**config.mk**
```make
export PLATFORM = sky130hd
export DESIGN_NAME = bfm_hash
export DESIGN_NICKNAME = d
export VERILOG_FILES = /design/src/hw/rtl/bfm_pkg.sv /design/src/hw/rtl/bfm_hash.sv
export SDC_FILE = /design/constraint.sdc
export NUM_CORES = 2
export LEC_CHECK = 0
export ABC_AREA = 1
export BUFFER_PORTS_ARGS = -buffer_cell sky130_fd_sc_hd__buf_2
export CELL_PAD_IN_SITES_DETAIL_PLACEMENT = 1
export CELL_PAD_IN_SITES_GLOBAL_PLACEMENT = 1
export CORE_MARGIN = 5
export CORE_UTILIZATION = 53
export CTS_CLUSTER_SIZE = 30
export DETAILED_ROUTE_END_ITERATION = 16
export PLACE_DENSITY = 0.85
export RECOVER_POWER = 100
export SYNTH_ARGS = -nofsm -noshare
export SYNTH_HDL_FRONTEND = slang
export SYNTH_SLANG_ARGS = --single-unit
```
**constraint.sdc**
```tcl
create_clock -name clk -period 18 [get_ports clk]
set_clock_uncertainty 0.1 [all_clocks]
set_input_delay 3.6 -clock clk [delete_from_list [all_inputs] [get_ports clk]]
set_output_delay 3.6 -clock clk [all_outputs]
set_load 0.02 [all_outputs]
```
**src/hw/rtl/bfm_pkg.sv**
```systemverilog
// Package for the bloom filter engine: sizes, constants and the structs
// passed between the top level and the hash unit. No dependencies.
`default_nettype none
package bfm_pkg;
  localparam int MAX_FILTER_BYTES = 32768;
  localparam int MAX_HASHES       = 50;
  localparam int MAX_KEY_WORDS    = 16;

  localparam int ADDR_W = $clog2(MAX_FILTER_BYTES);
  localparam int NB_W   = $clog2(MAX_FILTER_BYTES + 1);
  localparam int IDX_W  = ADDR_W + 3;
  localparam int NBIT_W = NB_W + 3;
  localparam int KA_W   = $clog2(MAX_KEY_WORDS);
  localparam int KCNT_W = $clog2(MAX_KEY_WORDS + 1);
  localparam int LEN_W  = $clog2(4 * MAX_KEY_WORDS + 1);
  localparam int WCNT_W = LEN_W - 1;

  localparam logic [31:0] SEED_STEP = 32'hFBA4C795;
  localparam logic [31:0] MM_C1     = 32'hcc9e2d51;
  localparam logic [31:0] MM_C2     = 32'h1b873593;
  localparam logic [31:0] MM_N      = 32'he6546b64;
  localparam logic [31:0] MM_F1     = 32'h85ebca6b;
  localparam logic [31:0] MM_F2     = 32'hc2b2ae35;
  localparam logic [7:0]  BYTE_FULL = 8'hff;

  localparam logic [1:0] REQ_INSERT  = 2'd0;
  localparam logic [1:0] REQ_QUERY   = 2'd1;
  localparam logic [1:0] REQ_REFRESH = 2'd2;
  localparam logic [1:0] REQ_IGNORED = 2'd3;

  localparam logic [1:0] CFG_TWEAK      = 2'd0;
  localparam logic [1:0] CFG_HASH_COUNT = 2'd1;
  localparam logic [1:0] CFG_FILTER     = 2'd2;

  typedef struct packed {
    logic              start;
    logic [31:0]       seed;
    logic [LEN_W-1:0]  len;
    logic [NBIT_W-1:0] nbits;
  } hash_req_t;

  typedef struct packed {
    logic             done;
    logic [IDX_W-1:0] idx;
    logic [KA_W-1:0]  kaddr;
  } hash_rsp_t;
endpackage
`default_nettype wire

```
**src/hw/rtl/bfm_hash.sv**
```systemverilog
// MurmurHash3 x86_32 over the buffered key with one shared 32x32 multiplier,
// followed by a bit-serial remainder by the filter bit count. Depends on bfm_pkg.
`default_nettype none
module bfm_hash
  import bfm_pkg::*;
(
  input  wire logic        clk,
  input  wire logic        rst_n,
  input  wire hash_req_t   req,
  input  wire logic [31:0] key_word,
  output hash_rsp_t        rsp
);
  typedef enum logic [3:0] {
    S_IDLE, S_NEXT, S_M1, S_M2, S_MIX, S_FM1, S_FM2, S_FM3, S_MOD
  } state_t;

  state_t            state_r, state_nxt;
  logic [31:0]       h_r, h_nxt;
  logic [31:0]       k_r, k_nxt;
  logic [WCNT_W-1:0] wcnt_r, wcnt_nxt;
  logic [LEN_W-1:0]  len_r, len_nxt;
  logic [NBIT_W-1:0] nbits_r, nbits_nxt;
  logic [IDX_W-1:0]  rem_r, rem_nxt;
  logic [4:0]        bcnt_r, bcnt_nxt;
  logic              done_r, done_nxt;

  logic [31:0]       mul_a, mul_b, prod;
  logic [WCNT_W-1:0] nblocks, total;
  logic [1:0]        tail;
  logic              is_tail;
  logic [31:0]       word_m, t, hk;
  logic [NBIT_W-1:0] shifted;

  assign nblocks = WCNT_W'(len_r >> 2);
  assign tail    = len_r[1:0];
  assign total   = nblocks + WCNT_W'(tail != 2'd0);
  assign is_tail = (wcnt_r == nblocks);
  assign prod    = mul_a * mul_b;
  assign shifted = {rem_r, h_r[31]};

  always_comb begin
    case (tail)
      2'd1:    word_m = key_word & 32'h000000ff;
      2'd2:    word_m = key_word & 32'h0000ffff;
      2'd3:    word_m = key_word & 32'h00ffffff;
      default: word_m = key_word;
    endcase
    if (!is_tail) word_m = key_word;
  end

  always_comb begin
    state_nxt = state_r;
    h_nxt     = h_r;
    k_nxt     = k_r;
    wcnt_nxt  = wcnt_r;
    len_nxt   = len_r;
    nbits_nxt = nbits_r;
    rem_nxt   = rem_r;
    bcnt_nxt  = bcnt_r;
    done_nxt  = 1'b0;
    mul_a     = k_r;
    mul_b     = MM_C2;
    t         = h_r ^ 32'(len_r);
    t         = t ^ (t >> 16);
    hk        = h_r ^ k_r;
    unique case (state_r)
      S_IDLE: begin
        if (req.start) begin
          h_nxt     = req.seed;
          len_nxt   = req.len;
          nbits_nxt = req.nbits;
          wcnt_nxt  = '0;
          state_nxt = S_NEXT;
        end
      end
      S_NEXT: state_nxt = (wcnt_r < total) ? S_M1 : S_FM1;
      S_M1: begin
        mul_a     = word_m;
        mul_b     = MM_C1;
        k_nxt     = prod;
        state_nxt = S_M2;
      end
      S_M2: begin
        mul_a     = {k_r[16:0], k_r[31:17]};
        mul_b     = MM_C2;
        k_nxt     = prod;
        state_nxt = S_MIX;
      end
      S_MIX: begin
        if (is_tail) begin
          h_nxt = hk;
        end else begin
          h_nxt = {hk[18:0], hk[31:19]};
          h_nxt = (h_nxt << 2) + h_nxt + MM_N;
        end
        wcnt_nxt  = wcnt_r + 1'b1;
        state_nxt = S_NEXT;
      end
      S_FM1: begin
        mul_a     = t;
        mul_b     = MM_F1;
        k_nxt     = prod;
        state_nxt = S_FM2;
      end
      S_FM2: begin
        mul_a     = k_r ^ (k_r >> 13);
        mul_b     = MM_F2;
        k_nxt     = prod;
        state_nxt = S_FM3;
      end
      S_FM3: begin
        h_nxt     = k_r ^ (k_r >> 16);
        rem_nxt   = '0;
        bcnt_nxt  = '0;
        state_nxt = S_MOD;
      end
      S_MOD: begin
        // one quotient bit per cycle, MSB first
        if (shifted >= nbits_r) rem_nxt = IDX_W'(shifted - nbits_r);
        else                    rem_nxt = IDX_W'(shifted);
        h_nxt    = h_r << 1;
        bcnt_nxt = bcnt_r + 1'b1;
        if (bcnt_r == 5'd31) begin
          done_nxt  = 1'b1;
          state_nxt = S_IDLE;
        end
      end
      default: state_nxt = S_IDLE;
    endcase
  end

  always_ff @(posedge clk) begin
    if (!rst_n) begin
      state_r <= S_IDLE;
      done_r  <= 1'b0;
    end else begin
      state_r <= state_nxt;
      done_r  <= done_nxt;
    end
    h_r     <= h_nxt;
    k_r     <= k_nxt;
    wcnt_r  <= wcnt_nxt;
    len_r   <= len_nxt;
    nbits_r <= nbits_nxt;
    rem_r   <= rem_nxt;
    bcnt_r  <= bcnt_nxt;
  end

  assign rsp.done  = done_r;
  assign rsp.idx   = rem_r;
  assign rsp.kaddr = wcnt_r[KA_W-1:0];
endmodule
`default_nettype wire

```
==> reports/summary.md <==
Ranked by total cell area, the synthesized netlist is headed by sky130_fd_sc_hd__fa_1 31%, sky130_fd_sc_hd__edfxtp_1 14%, sky130_fd_sc_hd__inv_1 13%. Count of pins over their slew limit: 171. The synthesized design spends more area on one cell type than any other, namely sky130_fd_sc_hd__fa_1. In the final routed layout, each cell accounts on average for 26.9 µm. For the clock latency on the worst-skew pair, the log shows 0.49 ns.

The total global routing overflow is 0, and the initial standard-cell utilization of the core is 53.3%. TritonCTS created 17 clock buffers. The cell area that synthesis handed to floorplanning was 25400 µm². The library cell contributing the largest single delay on the critical path is sky130_fd_sc_hd__clkbuf_1.

The sequential share of the synthesized area came out at 14.5%. Of the post-synthesis cell area, the dominant cell type holds 31.2%. STA classifies the critical path endpoint as a flop.

Detailed routing inserted a total of 22900 vias. The post-cts hold buffer count came out at 0. Along the worst hold path, the cell count comes to 2. In the final layout, flip-flops and latches occupy 3670 µm².

The tools report the number of rows created at floorplan as 80. The most used flip-flop cell after synthesis is sky130_fd_sc_hd__edfxtp_1. The flow ran to the end, but the final reports show violations. The run gives 59 as the post-synthesis cell type count. The first TritonRoute pass finished after 6 iterations. For this design, the sink count on the clock tree is 124. The required time of the worst setup path came out at 18.13 ns. The tools report the worst reg2reg path endpoint as k_r[28]. Dividing the detail-routed via count by the number of cells gives 5.90.

The leading cell type in the layout, fill and taps excluded was sky130_fd_sc_hd__inv_1. Detailed placement ended at an HPWL of 89500 µm. For the initial antenna violation count, the log shows 1.

Final hold violation count: 0. Among cell families on the critical path, the largest total delay comes from adder cells. The shortest clock period the worst path allows after layout was 13.73 ns; the final setup violation count was 0.

In the global route stage, met2 resource usage came out at 61.9%. The logs give 0 for the total of cells resized after clock tree synthesis and 52.5% for the met1 capacity usage during global routing. Die boundary height: 229 µm. In this run the worst path has a maximum fanout of 40. In this run the most used layer during global routing was met2. The hold path startpoint was bcnt_r[3].

The final reports fail on max-capacitance violations, max-slew violations. The path depth of the worst reg2reg path is 31. From left edge to right edge, the die measures 229 µm. In the synthesized netlist the async set-or-reset flop fraction comes to 0%. From synthesis to final layout, the design area changed by 6.72%.

Setup repair after global routing left no endpoint under its margin. For the setup TNS, the log shows 0 ns. The run gives 24700 as the number of global-route vias before repair.

Clock-pin slew was measured on the worst setup and hold paths at 0.08 ns. On the worst path, the slowest cell contributes a delay of 2.03 ns. The pin count of the biggest net entering global routing was 41; the combined buffer and inverter count along the critical path was 8. Summed over all layers, the routed wires come to 104000 µm.

The number of port buffers works out to 115. In this run, synthesis produced a sequential element count of 124. Counting along the longest clock path gives a buffer depth of 2. Based on the critical path, the design can be clocked at up to 72.8 MHz.

The tools report the endpoint of the worst hold-timing path as bcnt_r[3]. The die footprint was 52300 µm². The first global-routing pass estimated 155000 µm of wire. The logs give 116 for the boundary pin count and 0 for the buffer count from post-CTS setup fixing. In this run, the number of DRC markers left after iteration 0 of detailed routing was 2445. In the layout the commonest cells are 864 x sky130_fd_sc_hd__inv_1, 562 x sky130_fd_sc_hd__nand2_1, 395 x sky130_fd_sc_hd__fa_1. Yosys printed 0 warnings. The fraction of final layout cells with drive strength greater than 1 works out to 5.52%. The floorplan step defined a core boundary enclosing 47500 µm². For the net count after synthesis, the log shows 3879. The cell that appears most often on the critical path is sky130_fd_sc_hd__inv_1. The final routed DRC violation total is 0, and the register-to-register setup slack is 4.27 ns. For the cell count after synthesis, the log shows 3170. Net total in the final layout: 3955. After filler insertion, the fill cell instance count of the layout stands at 5960.

Kind of critical path: reg -> reg. For the pin with the worst max-slew slack, the measured transition is 2.78 ns. Headroom to the max-slew limit came out at -85.7%. The synthesized area per cell was 8.00 µm²; the combined global-route utilization of all metal layers was 40.0%. For the global-route met3 utilization, the log shows 8.25%. TritonCTS built the clock tree. The logs give 5 for the reported max-cap violation count and 18100 µm² for the multi-input combinational cell area.

At the end of routability-driven placement, the weighted congestion stood at 1.07. The nature of the critical path startpoint is a flop. The final critical path takes up 76.3% of the cycle. In this run the critical register-to-register path is launched from state_r[1]. In this run the clock root is driven by a sky130_fd_sc_hd__clkbuf_16. The number of nets with antenna violations after detailed routing was 0.

The tightest min-delay check is of the reg -> reg type. In this run, synthesis inferred 119 flip-flops with an integrated enable. The endpoint arrival time on the critical path is 13.86 ns, and the deepest level of the CTS H-tree is 4.
[metrics by stage]
step	instance area [µm²]	instances	hold WS (ns)	worst slack [ns]	utilization [%]
after global routing	27100	3873	0.528	3.87	56.9
after floorplan	25400	3170	0.461	7.84	-
final	27100	3874	0.524	4.27	56.9
after CTS	27100	3873	0.516	6.88	57.1
after detailed placement	26500	3842	0.498	6.40	55.8
after global placement	26500	3842	0.481	6.60	55.8
[metal layers]
metal  vias to the layer above  part of all wire [%]  wire (µm)
met4                         0                   7.1       7440
met3                       313                   9.3       9750
met1                     11500                    39      41100
met5                         -                     0          0
met2                      1215                    44      46100
li1                       9800                     -          -
[kinds of logic after synthesis]
kind of cell               Yosys count  synth area share (%)
AOI/OAI and AO/OA                  362                  8.28
xor gates and xnor gates           117                  4.04
adders and majority gates          616                  42.1
buffers and inverters              947                  14.3
DFF                                124                  14.5
and+or+nand+nor                   1004                  16.9
[cell usage after synthesis (all sizes together) (8+ instances only)]
cell and count:
a21boi 9, a21oi 141, a31oi 8, buf 24, clkbuf 50, edfxtp 119
fa 395, ha 221, inv 869, nand2 568, nand3 123, nand3b 14
nand4 21, nor2 241, nor3 13, o2111ai 27, o211ai 14, o21ai 116
o21bai 10, o22ai 18, or2 13, xnor2 53, xor2 64
[worst register-to-register path: cells and delay by family (launching register included)]
family / cells / cell delay, ns
xor gates and xnor gates: 1 / 0.08
adders and majority gates: 9 / 3.95
AOI/OAI and AO/OA: 7 / 2.34
DFF: 1 / 0.45
and+or+nand+nor: 6 / 3.00
buffers and inverters: 8 / 3.56
[final cells by class]
type	count	share of cell area [%]
inverters	873	12.1
clock inverters	14	0.777
multi-input cells	2099	66.8
well taps	615	2.84
diodes	1	0.00924
flip-flops and latches	124	13.6
clock buffers	17	1.57
repair buffers	131	2.36
[flip-flops by register name, summed over array words and instances, names as in the netlist, 4 cells and up]
signal   cells
h_r         32
k_r         32
nbits_r     19
rem_r       18
len_r        7
wcnt_r       6
bcnt_r       5
state_r      4
[worst max-delay path by stage]
| stage | start | end | slack [ns] | cells after the start |
|---|---|---|---|---|
| 2_1_floorplan | key_word[6] | k_r[27] | 7.84 | 30 |
| 3_3_place_gp | key_word[5] | k_r[22] | 6.60 | 30 |
| 3_5_place_dp | key_word[5] | k_r[22] | 6.40 | 30 |
| 4_1_cts | key_word[5] | k_r[22] | 6.88 | 30 |
| 5_1_grt | state_r[1] | k_r[28] | 3.87 | 31 |
| 6_report | state_r[1] | k_r[28] | 4.27 | 31 |
Power is left out: the tool's default activity adds up to more than one toggle a clock period on the data nets, which glitch-free logic cannot reach.
